===== src/hdl/lpp_pkg.sv =====
// Shared constants and types for the line position PID block.
// Used by every module of the block; depends on nothing.
package lpp_pkg;

	localparam int SUM_BITS       = 24;
	localparam int GAIN_FRAC_BITS = 8;

	localparam int GAIN_W  = 16;
	localparam int MAG_W   = 7;
	localparam int DEV_W   = 8;
	localparam int DIFF_W  = DEV_W + 1;
	localparam int DRIVE_W = 16;
	localparam int PAT_W   = 7;
	localparam int IDX_W   = 3;
	localparam int ACC_W   = GAIN_W + SUM_BITS + 2;

	localparam logic [IDX_W-1:0] REG_KP           = 3'd0;
	localparam logic [IDX_W-1:0] REG_KI           = 3'd1;
	localparam logic [IDX_W-1:0] REG_KD           = 3'd2;
	localparam logic [IDX_W-1:0] REG_DEV_SLIGHT   = 3'd3;
	localparam logic [IDX_W-1:0] REG_DEV_MODERATE = 3'd4;
	localparam logic [IDX_W-1:0] REG_DEV_SERIOUS  = 3'd5;
	localparam logic [IDX_W-1:0] REG_DEV_EXTREME  = 3'd6;

	localparam logic [MAG_W-1:0] RST_DEV_SLIGHT   = 7'd1;
	localparam logic [MAG_W-1:0] RST_DEV_MODERATE = 7'd2;
	localparam logic [MAG_W-1:0] RST_DEV_SERIOUS  = 7'd4;
	localparam logic [MAG_W-1:0] RST_DEV_EXTREME  = 7'd8;

	typedef struct packed {
		logic signed [GAIN_W-1:0] kp;
		logic signed [GAIN_W-1:0] ki;
		logic signed [GAIN_W-1:0] kd;
		logic        [MAG_W-1:0]  dev_slight;
		logic        [MAG_W-1:0]  dev_moderate;
		logic        [MAG_W-1:0]  dev_serious;
		logic        [MAG_W-1:0]  dev_extreme;
	} cfg_t;

endpackage


===== src/hdl/lpp_dev_map.sv =====
// Sensor pattern decoder: maps a listed pattern to a signed deviation.
// Depends on lpp_pkg for widths and the configuration struct.
module lpp_dev_map import lpp_pkg::*; (
	input  logic        [PAT_W-1:0] pattern,
	input  cfg_t                    cfg,
	output logic                    hit,
	output logic signed [DEV_W-1:0] dev
);

	logic [MAG_W-1:0] mag;
	logic             left;

	always_comb begin
		hit  = 1'b1;
		left = 1'b0;
		mag  = '0;
		case (pattern)
			7'b0001000, 7'b0011100, 7'b0111110, 7'b1111111: begin
				mag = '0;
			end
			7'b0011000, 7'b0111100, 7'b1111110: begin
				mag = cfg.dev_slight; left = 1'b1;
			end
			7'b0001100, 7'b0011110, 7'b0111111: begin
				mag = cfg.dev_slight;
			end
			7'b0111000, 7'b1111100: begin
				mag = cfg.dev_moderate; left = 1'b1;
			end
			7'b0001110, 7'b0011111: begin
				mag = cfg.dev_moderate;
			end
			7'b0110000, 7'b1110000, 7'b1111000: begin
				mag = cfg.dev_serious; left = 1'b1;
			end
			7'b0000110, 7'b0000111, 7'b0001111: begin
				mag = cfg.dev_serious;
			end
			7'b0100000, 7'b1100000, 7'b1000000: begin
				mag = cfg.dev_extreme; left = 1'b1;
			end
			7'b0000010, 7'b0000011, 7'b0000001: begin
				mag = cfg.dev_extreme;
			end
			default: begin
				hit = 1'b0;
			end
		endcase
		dev = left ? -$signed({1'b0, mag}) : $signed({1'b0, mag});
	end

endmodule


===== src/hdl/lpp_pid_core.sv =====
// PID step: holds the integral and previous deviation and forms the drive word.
// Depends on lpp_pkg and instantiates lpp_dev_map.
module lpp_pid_core import lpp_pkg::*; (
	input  logic                      clk,
	input  logic                      arst_n,
	input  logic                      advance,
	input  logic                      clear,
	input  logic        [PAT_W-1:0]   pattern,
	input  cfg_t                      cfg,
	output logic signed [DRIVE_W-1:0] drive_next,
	output logic signed [DEV_W-1:0]   dev_next
);

	localparam logic signed [SUM_BITS-1:0] SUM_MAX = {1'b0, {(SUM_BITS-1){1'b1}}};
	localparam logic signed [SUM_BITS-1:0] SUM_MIN = {1'b1, {(SUM_BITS-1){1'b0}}};
	localparam logic signed [ACC_W-1:0] BIAS    = ACC_W'((64'd1 << GAIN_FRAC_BITS) - 64'd1);
	localparam logic signed [ACC_W-1:0] DRV_MAX = ACC_W'(32767);
	localparam logic signed [ACC_W-1:0] DRV_MIN = ACC_W'(-32768);

	logic signed [SUM_BITS-1:0]        sum_q;
	logic signed [DEV_W-1:0]           last_dev_q;
	logic                              hit;
	logic signed [DEV_W-1:0]           map_dev;
	logic signed [DEV_W-1:0]           dev_sel;
	logic signed [SUM_BITS:0]          sum_ext;
	logic signed [SUM_BITS-1:0]        sum_new;
	logic signed [DIFF_W-1:0]          diff;
	logic signed [GAIN_W+DEV_W-1:0]    prod_p;
	logic signed [GAIN_W+SUM_BITS-1:0] prod_i;
	logic signed [GAIN_W+DIFF_W-1:0]   prod_d;
	logic signed [ACC_W-1:0]           acc;
	logic signed [ACC_W-1:0]           scaled;

	lpp_dev_map u_map (
		.pattern (pattern),
		.cfg     (cfg),
		.hit     (hit),
		.dev     (map_dev)
	);

	always_comb begin
		dev_sel = hit ? map_dev : last_dev_q;
		sum_ext = (SUM_BITS+1)'(sum_q) + (SUM_BITS+1)'(dev_sel);
		if (sum_ext[SUM_BITS] != sum_ext[SUM_BITS-1]) begin
			sum_new = sum_ext[SUM_BITS] ? SUM_MIN : SUM_MAX;
		end else begin
			sum_new = sum_ext[SUM_BITS-1:0];
		end
		diff   = DIFF_W'(dev_sel) - DIFF_W'(last_dev_q);
		prod_p = cfg.kp * dev_sel;
		prod_i = cfg.ki * sum_new;
		prod_d = cfg.kd * diff;
		acc    = ACC_W'(prod_p) + ACC_W'(prod_i) + ACC_W'(prod_d);
		// Rounding toward zero: negative values are biased before the shift.
		scaled = (acc + (acc[ACC_W-1] ? BIAS : ACC_W'(0))) >>> GAIN_FRAC_BITS;
		if (clear) begin
			drive_next = '0;
			dev_next   = '0;
		end else begin
			if (scaled > DRV_MAX) begin
				drive_next = DRIVE_W'(DRV_MAX);
			end else if (scaled < DRV_MIN) begin
				drive_next = DRIVE_W'(DRV_MIN);
			end else begin
				drive_next = scaled[DRIVE_W-1:0];
			end
			dev_next = dev_sel;
		end
	end

	always_ff @(posedge clk or negedge arst_n) begin
		if (!arst_n) begin
			sum_q      <= '0;
			last_dev_q <= '0;
		end else if (advance) begin
			if (clear) begin
				sum_q      <= '0;
				last_dev_q <= '0;
			end else begin
				sum_q      <= sum_new;
				last_dev_q <= dev_sel;
			end
		end
	end

endmodule


===== src/hdl/line_position_pid.sv =====
// Line position PID top level: input register, PID step, result register.
// An accepted word is held in the input register, and its result in the result register.
// Throughput is one word per cycle while the output is not stalled; the PID state update is the only loop.
// Asynchronous reset clears the valid flags of both stages, the integral and the previous deviation,
// and returns the gains to zero and the deviation magnitudes to 1, 2, 4 and 8.
// Depends on lpp_pkg and lpp_pid_core.
module line_position_pid import lpp_pkg::*; (
	input  logic                      clk,
	input  logic                      arst_n,
	input  logic                      in_valid,
	output logic                      in_stall,
	input  logic                      req_type,
	input  logic        [PAT_W-1:0]   sensor_pattern,
	output logic                      out_valid,
	input  logic                      out_stall,
	output logic signed [DRIVE_W-1:0] drive,
	output logic signed [DEV_W-1:0]   deviation,
	input  logic                      cfg_wen,
	input  logic        [IDX_W-1:0]   cfg_idx,
	input  logic        [GAIN_W-1:0]  cfg_wdata
);

	cfg_t                      cfg_q;
	logic                      valid_s1;
	logic                      clear_s1;
	logic        [PAT_W-1:0]   pattern_s1;
	logic                      valid_s2;
	logic signed [DRIVE_W-1:0] drive_s2;
	logic signed [DEV_W-1:0]   dev_s2;
	logic                      advance;
	logic signed [DRIVE_W-1:0] drive_next;
	logic signed [DEV_W-1:0]   dev_next;

	assign advance   = valid_s1 && (!valid_s2 || !out_stall);
	assign in_stall  = valid_s1 && !advance;
	assign out_valid = valid_s2;
	assign drive     = drive_s2;
	assign deviation = dev_s2;

	always_ff @(posedge clk or negedge arst_n) begin
		if (!arst_n) begin
			cfg_q.kp           <= '0;
			cfg_q.ki           <= '0;
			cfg_q.kd           <= '0;
			cfg_q.dev_slight   <= RST_DEV_SLIGHT;
			cfg_q.dev_moderate <= RST_DEV_MODERATE;
			cfg_q.dev_serious  <= RST_DEV_SERIOUS;
			cfg_q.dev_extreme  <= RST_DEV_EXTREME;
		end else if (cfg_wen) begin
			case (cfg_idx)
				REG_KP:           cfg_q.kp           <= cfg_wdata;
				REG_KI:           cfg_q.ki           <= cfg_wdata;
				REG_KD:           cfg_q.kd           <= cfg_wdata;
				REG_DEV_SLIGHT:   cfg_q.dev_slight   <= cfg_wdata[MAG_W-1:0];
				REG_DEV_MODERATE: cfg_q.dev_moderate <= cfg_wdata[MAG_W-1:0];
				REG_DEV_SERIOUS:  cfg_q.dev_serious  <= cfg_wdata[MAG_W-1:0];
				REG_DEV_EXTREME:  cfg_q.dev_extreme  <= cfg_wdata[MAG_W-1:0];
				default: begin
				end
			endcase
		end
	end

	always_ff @(posedge clk or negedge arst_n) begin
		if (!arst_n) begin
			valid_s1 <= 1'b0;
		end else if (!in_stall) begin
			valid_s1 <= in_valid;
		end
	end

	always_ff @(posedge clk) begin
		if (in_valid && !in_stall) begin
			clear_s1   <= req_type;
			pattern_s1 <= sensor_pattern;
		end
	end

	lpp_pid_core u_core (
		.clk        (clk),
		.arst_n     (arst_n),
		.advance    (advance),
		.clear      (clear_s1),
		.pattern    (pattern_s1),
		.cfg        (cfg_q),
		.drive_next (drive_next),
		.dev_next   (dev_next)
	);

	always_ff @(posedge clk or negedge arst_n) begin
		if (!arst_n) begin
			valid_s2 <= 1'b0;
		end else if (!valid_s2 || !out_stall) begin
			valid_s2 <= valid_s1;
		end
	end

	always_ff @(posedge clk) begin
		if (advance) begin
			drive_s2 <= drive_next;
			dev_s2   <= dev_next;
		end
	end

endmodule


===== config.mk =====
export PLATFORM = sky130hd
export DESIGN_NAME = line_position_pid
export DESIGN_NICKNAME = d
export VERILOG_FILES = /design/src/hdl/lpp_pkg.sv /design/src/hdl/lpp_dev_map.sv /design/src/hdl/lpp_pid_core.sv /design/src/hdl/line_position_pid.sv
export SDC_FILE = /design/constraint.sdc
export NUM_CORES = 2
export LEC_CHECK = 0
export ABC_AREA = 1
export BUFFER_PORTS_ARGS = -buffer_cell sky130_fd_sc_hd__buf_4
export CAP_MARGIN = 5
export CORE_MARGIN = 5
export CORE_UTILIZATION = 55
export DETAILED_ROUTE_END_ITERATION = 16
export PLACE_DENSITY_LB_ADDON = 0.1
export SLEW_MARGIN = 10
export SYNTH_ARGS = -nofsm -noshare
export SYNTH_HDL_FRONTEND = slang
export SYNTH_HIERARCHICAL = 1
export SYNTH_SLANG_ARGS = --single-unit

===== constraint.sdc =====
create_clock -name clk -period 24.4 [get_ports clk]
set_input_delay 0 -clock clk [delete_from_list [all_inputs] [get_ports clk]]
set_output_delay 0 -clock clk [all_outputs]
set_load 0.005 [all_outputs]

# Word-level counts from Yosys, hierarchy flattened
# Cells that the tools add are included.
[word_totals]
reg_bits = 142
out_inout_bits = 26
wordCells = 95
[op_classes]
add_sub_neg = 6
multipliers = 3
order_cmp = 2
n_eq_ne = 33
muxes = 12
reduce_logical = 23
[op_table]
columns = ["cell", "n"]
rows = [
  ["24-bit two-way mux", 3],
  ["7-bit equality test, second input constant", 7],
  ["41-bit by 25-bit adder with 42-bit output", 1],
  ["42-bit by 9-bit adder with 42-bit output", 1],
  ["7-bit by 6-bit equality test with 1-bit output, second input constant", 6],
  ["24-bit by 40-bit adder with 41-bit output", 1],
  ["16-bit by 24-bit multiplier with 40-bit output", 1],
  ["34-bit by 16-bit greater-than comparator with 1-bit output, second input constant", 1],
  ["34-bit by 16-bit less-than comparator with 1-bit output, second input constant", 1],
  ["8-bit two-way mux", 4],
  ["7-bit by 4-bit equality test with 1-bit output, second input constant", 4],
  ["7-bit by 5-bit equality test with 1-bit output, second input constant", 4],
  ["7-bit case mux with 4 select lines", 1],
  ["26-bit OR reduction", 1],
  ["24-bit by 8-bit adder with 25-bit output", 1],
  ["16-bit by 9-bit multiplier with 25-bit output", 1],
  ["16-bit by 8-bit multiplier with 24-bit output", 1],
  ["6-bit OR reduction", 3],
  ["16-bit two-way mux", 1],
  ["15-bit two-way mux", 1],
  ["7-bit by 2-bit equality test with 1-bit output, second input constant", 2],
  ["7-bit by 3-bit equality test with 1-bit output, second input constant", 2],
  ["2-bit AND reduction", 7],
  ["11-bit OR reduction", 1],
  ["other kinds (14)", 23],
]

# Logic depth before layout (Yosys ltp)
[depth]
depth_word = 17
ltp_mapped = 86
ltp_nobuf = 82

# Cells and area by module
# Netlist, hierarchy kept.
[by_module_without_submodules]
columns = ["mod", "instances", "cells_each", "area_each_um2", "seq_area_each_um2"]
rows = [
  ["lpp_pid_core", 1, 3895, 30319.1, 800.8],
  ["line_position_pid", 1, 385, 4063.9, 2917.8],
  ["lpp_dev_map", 1, 158, 785.8, 0.0],
]

# Worst setup path after synthesis
# Ideal clock, no wire load.
[synth_path]
path_kind = "flip-flop to flip-flop"
startpoint = "register pattern_s1[3]"
endpoint = "register drive_s2[10], in the netlist drive[10], data pin"
setup_time_ns = 0.271
t_arrival_ns = 12.131
slack_ns = 11.998
stages_incl_launch_ff = 71
n_path_buf = 5
synth_period_minus_slack_ns = 12.402
cell_sequence = "edfxtp_1 nand2_2 inv_2 nand2_2 nor2_1 nor2_2 nand2_1 nor3_2 nand4_1 inv_1 clkbuf_1 o21ai_1 inv_1 clkbuf_1 ha_1 inv_1 o21ai_0 a221oi_1 [... 35 more ...] ha_1 inv_1 nor2_1 nand2_1 nand3_1 nor2_1 nor2_2 nand4_1 nand2_1 nor2_1 nand2_1 nor2_1 nand3_1 nor2_1 nand3_1 nand2_2 buf_4 a21oi_1"
[synth_between]
elab_cells_between_ends = 54
[synth_lines]
columns = ["element", "line_no", "rtl"]
rows = [
  ["from (decl)", "line_position_pid.sv:26", "logic [PAT_W-1:0] pattern_s1;"],
  ["from (signal assigned)", "line_position_pid.sv:75", "pattern_s1 <= sensor_pattern;"],
  ["7-bit by 6-bit equality test with 1-bit output (tied with other cells)", "lpp_dev_map.sv:17", "case (pattern)"],
  ["26-bit OR reduction (no source line) (*)", "--", ""],
  ["1-bit two-way mux (*)", "lpp_dev_map.sv:17", ""],
  ["net u_core.hit", "lpp_pid_core.sv:22", "logic hit;"],
  ["8-bit two-way mux (*)", "lpp_pid_core.sv:42", "dev_sel = hit ? map_dev : last_dev_q;"],
  ["24-bit by 8-bit adder with 25-bit output", "lpp_pid_core.sv:43", "sum_ext = (SUM_BITS+1)'(sum_q) + (SUM_BITS+1)'(dev_sel);"],
  ["24-bit two-way mux or 1-bit != test (tied branches)", "lpp_pid_core.sv:45, lpp_pid_core.sv:44", ""],
  ["24-bit two-way mux", "lpp_pid_core.sv:44", "if (sum_ext[SUM_BITS] != sum_ext[SUM_BITS-1]) begin"],
  ["16-bit by 24-bit multiplier with 40-bit output", "lpp_pid_core.sv:51", "prod_i = cfg.ki * sum_new;"],
  ["24-bit by 40-bit adder with 41-bit output", "lpp_pid_core.sv:53", "acc = ACC_W'(prod_p) + ACC_W'(prod_i) + ACC_W'(prod_d);"],
  ["41-bit by 25-bit adder with 42-bit output (*)", "lpp_pid_core.sv:53", ""],
  ["8-bit two-way mux", "lpp_pid_core.sv:55", "scaled = (acc + (acc[ACC_W-1] ? BIAS : ACC_W'(0))) >>> GAIN_FRAC_BITS;"],
  ["42-bit by 9-bit adder with 42-bit output (*)", "lpp_pid_core.sv:55", ""],
  ["34-bit by 16-bit less-than comparator with 1-bit output", "lpp_pid_core.sv:62", "end else if (scaled < DRV_MIN) begin"],
  ["16-bit two-way mux", "lpp_pid_core.sv:62", ""],
  ["15-bit two-way mux (*)", "lpp_pid_core.sv:60", "if (scaled > DRV_MAX) begin"],
  ["to (signal assigned)", "line_position_pid.sv:100", "drive_s2 <= drive_next;"],
  ["to (decl)", "line_position_pid.sv:28", "logic signed [DRIVE_W-1:0] drive_s2;"],
]
# The timed path passes the listed nets; every way through them passes the cells marked *.
# A chain may end at the register's enable or synchronous reset.

# Worst setup path in the final report
[layout_path]
startpoint = "register pattern_s1[3]"
endpoint = "register drive_s2[9], in the netlist drive[9], data pin"
[layout_between]
elab_chain_len = 17
elab_cells_between_ends = 54
[layout_rtl]
columns = ["element", "line_no", "rtl"]
rows = [
  ["7-bit by 6-bit equality test with 1-bit output (tied with other cells)", "lpp_dev_map.sv:17", ""],
  ["6-bit OR reduction (no source line) or 4-bit OR reduction (tied branches)", "--", ""],
  ["7-bit case mux with 4 select lines", "lpp_dev_map.sv:17", ""],
  ["7-bit negator with 8-bit output", "lpp_dev_map.sv:49", "dev = left ? -$signed({1'b0, mag}) : $signed({1'b0, mag});"],
  ["8-bit two-way mux (*)", "lpp_dev_map.sv:49", ""],
  ["net u_core.map_dev[4]", "lpp_pid_core.sv:23", "logic signed [DEV_W-1:0] map_dev;"],
  ["8-bit two-way mux (*)", "lpp_pid_core.sv:42", ""],
  ["24-bit by 8-bit adder with 25-bit output", "lpp_pid_core.sv:43", ""],
  ["[... 2 more ...]", "--", ""],
  ["16-bit by 24-bit multiplier with 40-bit output", "lpp_pid_core.sv:51", ""],
  ["24-bit by 40-bit adder with 41-bit output", "lpp_pid_core.sv:53", ""],
  ["41-bit by 25-bit adder with 42-bit output (*)", "lpp_pid_core.sv:53", ""],
  ["8-bit two-way mux", "lpp_pid_core.sv:55", ""],
  ["42-bit by 9-bit adder with 42-bit output (*)", "lpp_pid_core.sv:55", ""],
  ["34-bit by 16-bit less-than comparator with 1-bit output", "lpp_pid_core.sv:62", ""],
  ["16-bit two-way mux", "lpp_pid_core.sv:62", ""],
  ["15-bit two-way mux (*)", "lpp_pid_core.sv:60", ""],
]
# Marked as above.

==> impl_metrics.tcl <==
set metrics [dict create \
    status "finished, final reports clean" \
    period_share_pct 63.5 \
    grt_pass1_wl_mm 169 \
    hold_violations 0 \
    yosysTopAreaCell "fa_1" \
    start_util_pct 55.7 \
    worstPathArrival_ps 15650 \
    synth_cell_types 57 \
    nNetsFinal 5450 \
    syn_area_mm2 0.0352 \
    ys.flop_type "dfrtp_1" \
    synthArstFlopShare_pct 77.5 \
    ioPinCount 58 \
    routedWlPerCell_um 19.7 \
    timing.final.crit_period_ps 15480 \
    critical-path-slowest-cell "nor2_1" \
    drc 0 \
    postSynthAreaPerCell_um2 7.92 \
    skew_ps 11.6 \
    drt_pass1_iterations 6 \
    fp-row-count 92 \
    critPathLaunchType "flip-flop" \
    antenna_found_initial 1 \
    fin_area_mm2 0.0374 \
    drive_gt1_share_pct 5.47 \
    ys_warn_count 6 \
    final_max_slew_viol_count 0 \
    seq_area_frac_synth_pct 10.6 \
    cts_sinks 142 \
    grt_pass1_vias 30200 \
    post_cts_buffers 0 \
    die_y_um 263 \
    place_congestion 0.971 \
    io_buffer_count 57 \
    dpl_cell_area_mm2 0.0365 \
    worstReg2RegEnd "drive[9]" \
    dieArea_mm2 0.0691 \
    setup_viol 0 \
    grt_max_degree 68 \
    clock-root-buffer "clkbuf_16" \
    setup-tns-final_ps 0 \
    cts.clk_slew.worst_paths_ps 70 \
    totalWireLength_mm 105 \
    num_antenna_cells 0 \
    crit_type "flip-flop to flip-flop" \
    htreeDepth 4 \
    slew_headroom_pct 23.0 \
    cp_max_fo 28 \
    cpPeakStageDelay_ps 650 \
    r2r_setup_slack_ps 8920 \
    first_iter_violations 2409 \
    vias_per_cell 5.35 \
    syn_to_final_growth_pct 6.35 \
    cpMostUsedCell "nand2_1" \
    tightest_slew_ps 1150 \
    reg2reg_depth 75 \
    grt_remaining_overflow 0 \
    via_count 28600 \
    end_kind "flip-flop" \
    final_antenna_net_count 0 \
    syn-instance-count 4438 \
    syn_nets 5406 \
    ctsResizeCount 0 \
    die_w_um 263 \
    startpoint "pattern_s1[3]" \
    ys_ff_latch 142 \
    critPathRequiredTime_ps 24570 \
    insertion_delay_ps 460 \
    rsz0062_at_grt "no" \
    dpl.hpwl_mm 89.1 \
    hp-class "primary input to asynchronous set/reset pin" \
    synth_top_area_share_pct 43.0 \
    clock.fmax_mhz 64.6 \
    grt_use_total_pct 31.1 \
    core_mm2 0.0632 \
    clk_path_buf_depth 2 \
    cts_hold_buf 34 \
    yosys-top-cells-area "fa_1, nand2_1, inv_1" \
    cts-buffers-inserted 17 \
    cts_tree "built" \
    synth_edf_count 32 \
    cap_viol_max_count 0 \
    timing.rr.start "pattern_s1[3]" \
]
-- cells in the final DEF (no fill, tap or decap), types with 37 or more instances in the layout --
cell type and n:
inv_1 1031, nand3_1 178, dfrtp_1 106, nand2_1 1183, a21oi_1 83, xor2_1 37
o21ai_0 64, nor2_1 433, ha_1 181, buf_4 92, fa_1 755
-- synthesized netlist by cell type, drive strengths merged (2+ instances only) --
cell       n
and2       2
inv     1046
fa       755
o21ai     70
or2       17
dfrtp    106
o21bai     9
clkbuf    70
nor3      14
nand3    193
buf       31
nand3b     8
a21oi     85
a221oi     2
clkinv    17
nand2   1213
nand4     31
ha       181
o22ai      8
a21boi     2
xnor2     16
edfxtp    32
nor2     465
nor4       3
xor2      41
a21o       3
dfstp      4
-- worst max-delay path by stage --
stage,end,slack [ps]
floorplan,drive[10],12000
global placement,drive[14],9310
detailed placement,drive[2],9210
CTS,drive[9],9150
global route,drive[9],7750
finish,drive[9],8920
-- final cells by class --
class / instances / area [µm²]
multi-input combinational: 3132 / 27000
sequential: 142 / 3720
timing repair buffer: 126 / 1030
tap: 846 / 1060
clock inverter: 14 / 126
clock buffer: 18 / 429
fill: 5925 / 25800
inverter: 1063 / 3990
-- kinds of logic (layout without fill, tap and decap cells) --
logic type	Yosys count	count (layout)	share of synthesized area, %
AND/OR/NAND/NOR	1949	1949	23.0
adder cells (fa/ha/maj)	936	936	49.4
XOR/XNOR	57	57	1.50
buffers and inverters	1164	1221	12.5
AO/OA/AOI/OAI	190	190	3.01
flip-flops	142	142	10.6
-- per-stage QoR --
stage / hold slack (ps) / std cells / setup WS, ps / utilization, %
final: 74.5 / 5341 / 8920 / 59.2
after global routing: 134 / 5341 / 7750 / 59.2
after CTS: 63.1 / 5341 / 9150 / 59.2
after detailed placement: 35.6 / 5275 / 9210 / 57.8
after global placement: 35.8 / 5275 / 9310 / 57.8
after floorplan: -296 / 4438 / 12000 / -
-- metal layers --
layer | vias up | GRT usage (%) | wire length (µm)
met3 | 225 | 7.02 | 9660
li1 | 13000 | - | -
met4 | 6 | 9.94 | 3980
met2 | 1162 | 50.5 | 48500
met5 | - | 0 | 47
met1 | 14100 | 42.1 | 43000
-- critical path: cells and delay by family (launching register included) --
kind | cells | cell delay (ps)
AO/OA/AOI/OAI | 5 | 1140
adder cells (fa/ha/maj) | 12 | 5280
buffers and inverters | 13 | 2170
flip-flops | 1 | 460
AND/OR/NAND/NOR | 45 | 6140
-- registers in the layout (all words and copies together), names as in the netlist --
register,cells
clear_s1,1
u_core/last_dev_q,8
valid_s1,1
u_core/sum_q,24
deviation,8
cfg_q,76
pattern_s1,7
drive,16
out_valid,1
Power is left out: the tool's default activity adds up to more than one toggle a clock period on the data nets, which glitch-free logic cannot reach.
